===== src/rtl/core/ics_pkg.sv =====
`timescale 1ns / 1ps
// ----------------------------------------------------------------------------
// ics_pkg
// Shared constants and types for the streaming Internet checksum block.
// ----------------------------------------------------------------------------
package ics_pkg;

	// Saturation limit of the region byte counter.
	localparam int MAX_LEN = 2047;
	localparam int COUNT_W = $clog2(MAX_LEN + 1);

	typedef logic [COUNT_W-1:0] count_t;

	// Region kind codes, sampled with the final byte.
	localparam logic [1:0] KIND_PLAIN = 2'd0;
	localparam logic [1:0] KIND_UDP   = 2'd1;
	localparam logic [1:0] KIND_TCP   = 2'd2;

	// Protocol numbers added for the pseudo-header.
	localparam logic [15:0] PROTO_UDP = 16'd17;
	localparam logic [15:0] PROTO_TCP = 16'd6;

	// The two 4-byte addresses at the start of the region are not part of the length.
	localparam logic [15:0] LEN_OFFSET = 16'd8;

endpackage


===== src/rtl/core/internet_checksum_stream.sv =====
`timescale 1ns / 1ps
// ----------------------------------------------------------------------------
// internet_checksum_stream
// Streaming Internet checksum: one byte per transfer, flagged last byte closes
// the region and one 16-bit checksum comes out. The block takes one byte in
// every cycle unless the input is stalled; a result is formed through the
// input register and the result register in that order, with a single short
// accumulate-and-fold path between them. Odd regions pad the final byte as a
// high byte. With kind UDP or TCP on the last byte the protocol number and the
// byte count minus 8 (count saturating at MAX_LEN) are added. The checksum is
// given in wire order, bits 15..8 first. A pending result that is stalled only
// holds the input when a second last byte reaches the input register.
// ----------------------------------------------------------------------------
module internet_checksum_stream (
	input  logic        clk,
	input  logic        arst_n,
	input  logic        in_valid,
	output logic        in_stall,
	input  logic [7:0]  data_byte,
	input  logic        last,
	input  logic [1:0]  kind,
	output logic        out_valid,
	input  logic        out_stall,
	output logic [15:0] checksum_value
);
	import ics_pkg::*;

	// Input register stage.
	logic        valid_s1;
	logic [7:0]  byte_s1;
	logic        last_s1;
	logic [1:0]  kind_s1;

	// Running region state.
	logic [16:0] acc_q;
	logic [7:0]  hold_q;
	logic        odd_q;
	count_t      count_q;

	// Result register.
	logic        out_valid_q;
	logic [15:0] checksum_q;

	logic        advance_s1;
	logic        in_xfer;
	count_t      count_next;
	logic [15:0] word;
	logic [17:0] acc_sum;
	logic [16:0] acc_next;
	logic [15:0] proto_term;
	logic [15:0] len_term;
	logic [18:0] total;
	logic [16:0] fold1;
	logic [16:0] fold2;

	// The input register moves on unless it holds a last byte and the result is still stalled.
	assign advance_s1 = valid_s1 && (!last_s1 || !out_valid_q || !out_stall);
	assign in_stall   = valid_s1 && !advance_s1;
	assign in_xfer    = in_valid && !in_stall;

	// Saturating byte count including the byte now in the input register.
	assign count_next = (count_q < COUNT_W'(MAX_LEN)) ? count_q + 1'b1 : count_q;

	// Big-endian word: a lone final byte is padded as the high byte.
	assign word = odd_q ? {hold_q, byte_s1} : {byte_s1, 8'h00};

	// Accumulate with one end-around fold.
	assign acc_sum  = {1'b0, acc_q} + {2'b00, word};
	assign acc_next = {1'b0, acc_sum[15:0]} + {15'd0, acc_sum[17:16]};

	// Pseudo-header terms; other kind codes add nothing.
	always_comb begin
		case (kind_s1)
			KIND_UDP: begin
				proto_term = PROTO_UDP;
				len_term   = 16'(count_next) - LEN_OFFSET;
			end
			KIND_TCP: begin
				proto_term = PROTO_TCP;
				len_term   = 16'(count_next) - LEN_OFFSET;
			end
			default: begin
				proto_term = 16'd0;
				len_term   = 16'd0;
			end
		endcase
	end

	// Sum of all final terms, then two end-around folds down to 16 bits.
	assign total = {2'b00, acc_q} + {3'b000, word} + {3'b000, proto_term}
		+ {3'b000, len_term};
	assign fold1 = {1'b0, total[15:0]} + {14'd0, total[18:16]};
	assign fold2 = {1'b0, fold1[15:0]} + {16'd0, fold1[16]};

	// Input register.
	always_ff @(posedge clk or negedge arst_n) begin
		if (!arst_n) begin
			valid_s1 <= 1'b0;
		end else if (in_xfer) begin
			valid_s1 <= 1'b1;
		end else if (advance_s1) begin
			valid_s1 <= 1'b0;
		end
	end

	always_ff @(posedge clk) begin
		if (in_xfer) begin
			byte_s1 <= data_byte;
			last_s1 <= last;
			kind_s1 <= kind;
		end
	end

	// Region state: a last byte returns everything to the start of a region.
	always_ff @(posedge clk or negedge arst_n) begin
		if (!arst_n) begin
			acc_q   <= '0;
			hold_q  <= '0;
			odd_q   <= 1'b0;
			count_q <= '0;
		end else if (advance_s1) begin
			if (last_s1) begin
				acc_q   <= '0;
				hold_q  <= '0;
				odd_q   <= 1'b0;
				count_q <= '0;
			end else if (odd_q) begin
				acc_q   <= acc_next;
				odd_q   <= 1'b0;
				count_q <= count_next;
			end else begin
				hold_q  <= byte_s1;
				odd_q   <= 1'b1;
				count_q <= count_next;
			end
		end
	end

	// Result register.
	always_ff @(posedge clk or negedge arst_n) begin
		if (!arst_n) begin
			out_valid_q <= 1'b0;
		end else if (advance_s1 && last_s1) begin
			out_valid_q <= 1'b1;
		end else if (!out_stall) begin
			out_valid_q <= 1'b0;
		end
	end

	always_ff @(posedge clk) begin
		if (advance_s1 && last_s1) begin
			checksum_q <= ~fold2[15:0];
		end
	end

	assign out_valid      = out_valid_q;
	assign checksum_value = checksum_q;

endmodule


===== config.mk =====
export PLATFORM = sky130hd
export DESIGN_NAME = internet_checksum_stream
export DESIGN_NICKNAME = d
export VERILOG_FILES = /design/src/rtl/core/ics_pkg.sv /design/src/rtl/core/internet_checksum_stream.sv
export SDC_FILE = /design/constraint.sdc
export NUM_CORES = 1
export LEC_CHECK = 0
export ABC_AREA = 0
export BUFFER_PORTS_ARGS = -buffer_cell sky130_fd_sc_hd__buf_2
export CAP_MARGIN = 20
export CELL_PAD_IN_SITES_DETAIL_PLACEMENT = 1
export CELL_PAD_IN_SITES_GLOBAL_PLACEMENT = 2
export CORE_ASPECT_RATIO = 1.75
export CORE_UTILIZATION = 37
export CTS_BUF_LIST = sky130_fd_sc_hd__clkbuf_8
export DETAILED_ROUTE_END_ITERATION = 16
export PLACE_DENSITY_LB_ADDON = 0.12
export SLEW_MARGIN = 10
export SYNTH_ARGS = -nofsm -noshare
export SYNTH_HDL_FRONTEND = slang
export SYNTH_SLANG_ARGS = --single-unit
export TNS_END_PERCENT = 30

===== constraint.sdc =====
create_clock -name clk -period 8.04 [get_ports clk]
set_input_delay 0.804 -clock clk [delete_from_list [all_inputs] [get_ports clk]]
set_output_delay 0.804 -clock clk [all_outputs]
set_load 0.1 [all_outputs]

==> results.md, run 1 <==
Status:
- The run finished with clean final reports.

Clock tree:
- The number of buffers on the longest clock path is 2.
- The later pin in the worst-skew pair is clocked with a latency of 0.37 ns.
- The CTS tree is done.
- In this run the number of H-tree levels came out at 3.
- The tree built by TritonCTS fans out to 66 sinks.
- The buffer cell driving the clock tree root is sky130_fd_sc_hd__clkbuf_8.
- The clock buffer count from CTS is 9.
- Clock-pin slew was measured on the worst setup and hold paths at approximately 0.080 ns.
- The hold buffer count at CTS is 0.

Synth:
- The share of flip-flops with an asynchronous set or reset is 59.1%.
- The most frequently used flop master after synthesis is sky130_fd_sc_hd__dfrtp_1.
- sky130_fd_sc_hd__inv_1 is the most common cell in the netlist.
- After synthesis, the netlist uses a little under 70 different library cells.
- The cell area that synthesis handed to floorplanning was 6090 µm².
- Sorting the synthesized cells by area gives the leading types as sky130_fd_sc_hd__dfrtp_1, sky130_fd_sc_hd__edfxtp_1, sky130_fd_sc_hd__ha_1.
- Synthesis produced a netlist with a net count of about 750.
- Averaged over all synthesized cells, the footprint is 9.28 µm².
- The synthesized design devotes to its leading area cell type between 10% and 20% of total area.
- The count of warnings emitted by yosys is 0.
- The flip-flop and latch count after synthesis is 66.
- In this run, synthesis inferred 27 flip-flops with an integrated enable.
- Synthesis handed over a netlist of 656 instances.
- Summed over all instances, the cell type with the most area after synthesis is sky130_fd_sc_hd__dfrtp_1.
- After synthesis, the most frequently instantiated cells are sky130_fd_sc_hd__inv_1, sky130_fd_sc_hd__nand2_1, sky130_fd_sc_hd__ha_1.
- For this run, the register share of the synthesized area comes to 29.3%.

Detailed routing:
- Once detail routing completed, the nets flagged for antenna violations numbered 0.
- The pre-antenna-repair detailed-routing pass consisted of 4 iterations.
- The DRC violations left is 0.
- For this block, the initial DRC count from the detailed router was 99.
- The overall routed net length is about 18000 µm.
- Dividing the detail-routed wire length by the instance count gives roughly 20 µm.
- The routed via count is between 5000 and 6000.
- Using the TritonRoute via totals, the vias-per-cell ratio works out to 5.56.

Placement:
- The number of instances in the placed design is 879.
- The half-perimeter wire length of the detailed placement result is 14300 µm.
- The global placer's final weighted congestion is between 0.8 and 0.9.
- Buffers placed on the I/O ports in this run total 32.
- At the placement stage, the worst setup path has a slack of -0.134 ns.

STA:
- Hold is met by 0.366 ns.
- The highest clock rate is 131 MHz.
- Setup violations remaining at the end of the flow were counted as 0.
- The minimum setup slack in the final design is 0.394 ns.
- The worst-margin pin slew is approximately 0.85 ns.
- Of the available clock period, the critical path in the final layout requires 95.1%.
- The count of final hold-check violations is 0.
- The time the worst path needs with I/O delays and setup is 7.65 ns.
- On the final layout, the worst clock skew is 0.0167 ns.
- The worst slew margin relative to its limit is 43.1%.
- The max-slew violation count is 0.

Floorplan:
- In this run the core area contains 61 standard-cell rows.
- 33 I/O pins were placed.
- For this configuration, the core starts out at a cell density of approximately two fifths.
- The die covers 17000 µm².
- The placeable core area is around 16000 µm².
- In this run the vertical extent of the chip is 172 µm.
- The die span in x is 99.0 µm.

Pwr:
- Overall power consumption after layout is estimated at 0.00267 W.
- The worst ir drop on vdd is 145 µV.
- For this design the ratio of total power to cell area is between 300 and 400 nW/µm².
- Summed over all cells, the static leakage comes to 3.27 nW.

Global routing:
- The number of global-route vias before repair is 5297.
- The global route total overflow is 0.
- The initial antenna violation count is 0.
- The combined global-route utilization of all metal layers is 21.2%.
- The wire length of the first global-routing pass is 27400 µm.
- The largest net degree at the start of global routing is 40.

Worst hold path:
- The worst min-delay path class is input port to async pin.

Worst setup path:
- Along the worst path, the maximum fanout reaches 5.
- Measured in cells, the most critical reg-to-reg path has a length of 39.
- The cell with the largest stage delay on the worst path is sky130_fd_sc_hd__fa_1.
- The kind of critical path is register to register.
- The startpoint type of the worst setup path is a register.
- The critical path contains buffers and inverters numbering 2 combined.
- In this design, the stage delay of the slowest critical-path cell is 0.51 ns.
- The worst setup path is captured at a register.
- The depth of the critical timing path with buffers and inverters included is 39.
- The required time at the worst-slack endpoint is approximately 8 ns.
- The family with the most delay on the worst path is simple AND/OR/NAND/NOR gates.
- Data on the critical path arrives at its endpoint at 7.74 ns.

Finish:
- The antenna cell count is 0.
- The fill cell total of the finished layout is 1907.
- The core utilization of the finished layout is 44.4%.
- The share of layout cells above drive strength 1 is 18.0%.
- Relative to the synthesized area, the layout overhead comes to 16.9%.
- Once layout is complete, the cells apart from fillers number 911.
- The final layout contains 812 nets.

Run:
- The number of max-cap violations is 0.
-- state kept, by name, indices dropped and copies added, names as in the netlist --
| register | count |
|---|---|
| odd_q | 1 |
| last_s1 | 1 |
| count_q | 11 |
| acc_q | 17 |
| kind_s1 | 2 |
| out_valid | 1 |
| hold_q | 8 |
| valid_s1 | 1 |
| checksum_value | 16 |
| byte_s1 | 8 |
-- power by group --
group          switching, W  total, W  internal (W)
combinational       0.00120   0.00187      0.000669
sequential        0.0000402  0.000497      0.000457
clock              0.000153  0.000301      0.000148
-- final timing paths --
check | startpoint | endpoint | slack (ns)
hold / removal | arst_n | valid_s1 | 0.37
hold reg to reg | hold_q[7] | hold_q[7] | 0.52
min in group clk | hold_q[7] | hold_q[7] | 0.52
setup / recovery | count_q[3] | checksum_value[12] | 0.39
max in group asynchronous | arst_n | acc_q[1] | 7.18
setup reg to reg | count_q[3] | checksum_value[12] | 0.39
-- routing by layer --
| metal | vias to the layer above | part of all wire [%] | GRT usage [%] |
|---|---|---|---|
| met5 | - | 0 | 0 |
| met4 | 0 | 2.9 | 7.79 |
| met3 | 29 | 1.6 | 3.01 |
| met2 | 56 | 58 | 43.1 |
| met1 | 2518 | 38 | 21.2 |
| li1 | 2464 | - | - |
-- worst reg2reg max path: cells and delay by family, from the launching register on --
kind | cells | cell delay [ns]
xor+xnor | 3 | 0.58
simple gates | 17 | 2.58
buf+inv | 2 | 0.14
flops | 1 | 0.40
fa+ha+maj | 8 | 2.20
compound gates | 9 | 1.51
-- logic make-up (layout without fill, tap and decap cells) --
kind of cell    Yosys count  in the layout  share of synthesized area, %
fa+ha+maj                80             80                          19.3
simple gates            215            215                          18.7
mux                      11             11                          1.87
buf+inv                  80            146                          4.97
compound gates          140            140                          16.1
flops                    66             66                          29.3
xor+xnor                 64             64                          9.70
-- what timing repair did --
item                                    4_1_cts  5_1_grt
pin swaps                                     2       22
resized for setup                             5       38
endpoints found under the setup margin        4        9
buffers inserted                              0       14
-- cell type report --
cell class / instances / area, µm² / share of cell area [%]
Multi-Input combinational cell: 510 / 4240 / 59.5
Clock inverter: 7 / 78.8 / 1.11
Sequential cell: 66 / 1790 / 25.1
Clock buffer: 9 / 124 / 1.74
Timing Repair Buffer: 64 / 410 / 5.76
Tap cell: 189 / 236 / 3.32
Inverter: 66 / 248 / 3.48
-- placed cells by master, fill, tap and decap left out, types with 4 or more instances in the layout --
cell type / count
sky130_fd_sc_hd__a21o_1: 19
sky130_fd_sc_hd__inv_6: 4
sky130_fd_sc_hd__xnor2_1: 23
sky130_fd_sc_hd__or3_1: 4
sky130_fd_sc_hd__a31oi_1: 6
sky130_fd_sc_hd__edfxtp_1: 27
sky130_fd_sc_hd__a22o_1: 12
sky130_fd_sc_hd__and3_1: 8
sky130_fd_sc_hd__buf_4: 30
sky130_fd_sc_hd__fa_1: 22
sky130_fd_sc_hd__dfrtp_1: 38
sky130_fd_sc_hd__ha_1: 43
sky130_fd_sc_hd__nor2b_1: 4
sky130_fd_sc_hd__mux2i_1: 8
sky130_fd_sc_hd__clkbuf_8: 9
sky130_fd_sc_hd__xor2_1: 35
sky130_fd_sc_hd__and2_1: 11
sky130_fd_sc_hd__nand2b_1: 13
sky130_fd_sc_hd__nand4b_1: 4
sky130_fd_sc_hd__ha_2: 5
sky130_fd_sc_hd__o21ai_0: 29
sky130_fd_sc_hd__ha_4: 9
sky130_fd_sc_hd__a21oi_1: 20
sky130_fd_sc_hd__nand3_1: 19
sky130_fd_sc_hd__nand4_1: 20
sky130_fd_sc_hd__inv_1: 66
sky130_fd_sc_hd__buf_2: 33
sky130_fd_sc_hd__nor3_1: 10
sky130_fd_sc_hd__nor2_1: 31
sky130_fd_sc_hd__o211ai_1: 9
sky130_fd_sc_hd__o21a_1: 7
sky130_fd_sc_hd__nand2_1: 60
-- per-stage QoR --
stage          TNS, ns  instance area, µm²
6_report             0                7120
5_1_grt        -0.0682                7120
3_5_place_dp    -0.304                6550
4_1_cts              0                6780
2_1_floorplan        0                6090
3_3_place_gp         0                6550
(Power assumes the default switching activity.)
==> inputs of run 2 (changes only) <==
--- a/config.mk
+++ b/config.mk
@@ -11,6 +11,7 @@
 export CELL_PAD_IN_SITES_DETAIL_PLACEMENT = 1
 export CELL_PAD_IN_SITES_GLOBAL_PLACEMENT = 2
 export CORE_ASPECT_RATIO = 1.75
+export CORE_MARGIN = 3
 export CORE_UTILIZATION = 37
 export CTS_BUF_LIST = sky130_fd_sc_hd__clkbuf_8
 export DETAILED_ROUTE_END_ITERATION = 16
==> run 2 against run 1 <==
Clock power increased by 11%. Sequential cell count unchanged. Core utilization increased by 0.50 points. Final area increased by 1.1%. Non-clock buffer count increased by 5. Fmax about the same.
==> results.md, run 2 (synthesized netlist as in run 1, its figures left out) <==
Status:
- The run finished with clean final reports.

Worst setup path:
- The cell repeated most along the worst path is sky130_fd_sc_hd__ha_4.
- The critical path's largest stage delay is 0.51 ns (about the same).
- STA classifies the critical path startpoint as a register.
- The largest individual stage delay along the critical path comes from the cell sky130_fd_sc_hd__fa_1.
- The endpoint identified for the worst register-to-register timing path is checksum_value[12].
- The data arrival time of the worst path was 7.74 ns (about the same).
- The required time at the worst-slack endpoint is 8.13 ns (about the same).
- The largest fanout on the critical path is 7 (+2).
- The kind of critical path is register to register.
- The minimum setup slack among reg-to-reg paths came to 0.39 ns (about the same).
- The category of the worst setup path capture point is a register.
- The number of cells on the worst reg-to-reg path is 39 (unchanged).
- The startpoint identified for the worst register-to-register timing path is count_q[0].

Floorplan:
- The number of top-level pins is 33 (unchanged).
- The die outline area is 18100 µm² (+6.5%).
- The die span in x came to 103 µm (+4.0%).
- The initial core utilization is 38.0% (unchanged).
- The standard-cell row count is 61 (unchanged).
- The die extent in y came to 176 µm (+2.3%).
- The placeable core area is 16000 µm² (unchanged).

Finish:
- The fill cell total of the finished layout is 1850 (-3.0%).
- The net total in the final layout is 817 (+0.62%).
- The area overhead of the layout relative to synthesis is 18.2%.
- The most common cell after layout, fill and taps aside is sky130_fd_sc_hd__inv_1.
- The register name with the most flops is acc_q.
- The flip-flop count of the largest register, all copies and words added is 17 (unchanged).
- The register area was 1790 µm² (unchanged).
- The share of layout cells above drive strength 1 is 19.8% (+1.8 points).
- The antenna cell count is 0 (unchanged).
- The multi-input gate area in the final layout is 4260 µm² (+0.50%).
- Leaving out fill and tap cells, the most frequent cells in the layout are sky130_fd_sc_hd__inv_1, sky130_fd_sc_hd__nand2_1, sky130_fd_sc_hd__ha_1.

Global routing:
- The wire length of the first global-routing pass is 28100 µm (+2.9%).
- The initial antenna violation count is 0 (unchanged).
- The largest net degree at the start of global routing came to 40 (unchanged).
- The global route total overflow is 0 (unchanged).
- The combined global-route utilization of all metal layers is 20.2% (-0.95 points).
- The number of global-route vias before repair is 5441 (+2.7%).

Pwr:
- The relative contribution of sequential cells to total power is 18.2% (-0.4 points).
- The worst ir drop on vdd is 147 µV (+1.3%).
- The areal power density over the cells was 380 nW/µm² (+1.4%).
- The fraction of power spent switching nets is 52.0% (-0.25 points).
- The combinational cell fraction of total power is 69.7% (-0.4 points).
- The static leakage power is 3.30 nW (+0.92%).
- The net load switching power came to 0.00142 W (+2.1%).
- The proportion of power drawn by the clock network was 12.2% (+0.9 points).
- The internal power of the cells is 0.00131 W (+3.1%).
- The overall power came to 0.00274 W (+2.6%).

Placement:
- The count of buffers from port buffering is 32 (unchanged).
- The global placer's final weighted congestion is 0.885 (+2.6%).
- The half-perimeter wire length of the detailed placement result is 14400 µm (+0.61%).

Clock tree:
- The maximum level of the CTS H-tree is 3 (unchanged).
- The buffer cell driving the clock tree root is sky130_fd_sc_hd__clkbuf_8.
- The clock sink count is 66 (unchanged).
- The clock-pin transition on the worst setup and hold timing paths came to 0.09 ns (about the same).
- TritonCTS built the clock tree.
- The clock buffer count from CTS was 9 (unchanged).
- The clock insertion delay at the later pin of the skew report came to 0.36 ns (about the same).
- The number of buffers on the longest clock path was 2 (unchanged).

Detailed routing:
- The overall routed net length is 18600 µm (+4.5%).
- The final antenna-violating net count is 0 (unchanged).
- The number of detailed-route iterations in the first pass is 4 (unchanged).
- The count of routing violations after the opening detailed-route iteration is 109 (+10%).
- The DRC violations left was 0 (unchanged).
- The routed wire length per instance is 20.4 µm (+4.0%).
- The detail-routed via count per cell is 5.64 (+1.5%).
- The routed via count is 5170 (+2.0%).

Run:
- The number of max-cap violations came to 0 (unchanged).

STA:
- The max-slew violation count was 0 (unchanged).
- The fraction of the cycle the final worst path needs came to 95.1% (about the same).
- The worst slew margin relative to its limit is 45.5% (+2.4 points).
- The final-report setup violation count is 0 (unchanged).
- The worst hold margin is 0.336 ns (-0.0295 ns).
- The count of final hold-check violations is 0 (unchanged).
- The highest clock rate was 131 MHz (about the same).
- The post-route clock skew was 0.0165 ns (-0.000151 ns).
- The time the worst path needs with I/O delays and setup is 7.65 ns (+0.00235 ns).
- The worst-margin pin slew is 0.811 ns (-0.0350 ns).

Worst hold path:
- The worst min-delay path class is input port to async pin.
run 2: cell count changes in the layout (fill, tap and decap cells not counted), sizes merged:
cell	change
buf	+5
bufinv	+1
clkinv	+3
clkinvlp	-1
inv	-3
run 2: critical path: cells and delay by family (launching register included):
family                     cells  cell delay (ns)
AOI/OAI and AO/OA              9             1.66
adders and majority gates      7             1.95
buffers and inverters          4             0.40
xor gates and xnor gates       2             0.35
DFF                            1             0.45
and+or+nand+nor               17             2.59
run 2: how the worst max path moves through the flow:
stage | from | to | cells past startpoint
6_report | count_q[0] | checksum_value[12] | 39
4_1_cts | count_q[2] | checksum_value[12] | 39
3_5_place_dp | count_q[3] | checksum_value[12] | 37
2_1_floorplan | count_q[2] | checksum_value[13] | 41
3_3_place_gp | count_q[0] | checksum_value[12] | 39
5_1_grt | count_q[3] | checksum_value[12] | 37
run 2: final cells by class:
class | count | area share, %
clock buffer | 9 | 1.72
multi-input combinational | 510 | 59.1
sequential | 66 | 24.8
timing repair buffer | 69 | 6.22
tap | 189 | 3.28
clock inverter | 7 | 1.39
inverter | 66 | 3.44
run 2: power by group through the flow:
stage	combinational (W)	sequential [W]	clock, W
floorplan	0.00109	0.000736	0
global placement	0.00170	0.000504	0
detailed placement	0.00174	0.000506	0
CTS	0.00176	0.000498	0.000339
global route	0.00209	0.000506	0.000356
finish	0.00191	0.000497	0.000333
run 2: repair_timing:
item | in CTS | in global routing
resized for setup | 4 | 48
pin swaps | 5 | 32
hold buffers | 0 | 0
setup buffers | 4 | 15
setup endpoints to repair | 6 | 10
run 2: per-layer routing:
metal	part of all wire (%)	global-route usage [%]	vias up
met5	0	0	-
met4	3.6	8.21	0
met1	37	21.6	2585
li1	-	-	2468
met2	58	38.7	78
met3	1.7	2.23	39
run 2: through the flow:
stage | instance area, µm² | setup slack [ns] | instances | setup TNS, ns | utilization, %
after detailed placement | 6550 | -0.214 | 879 | -0.695 | 40.9
after CTS | 6820 | 0.0409 | 899 | 0 | 42.6
after global placement | 6550 | 0.174 | 879 | 0 | 40.9
after floorplan | 6090 | 0.0918 | 656 | 0 | -
after global routing | 7200 | -0.183 | 916 | -0.505 | 44.9
final | 7200 | 0.392 | 916 | 0 | 44.9
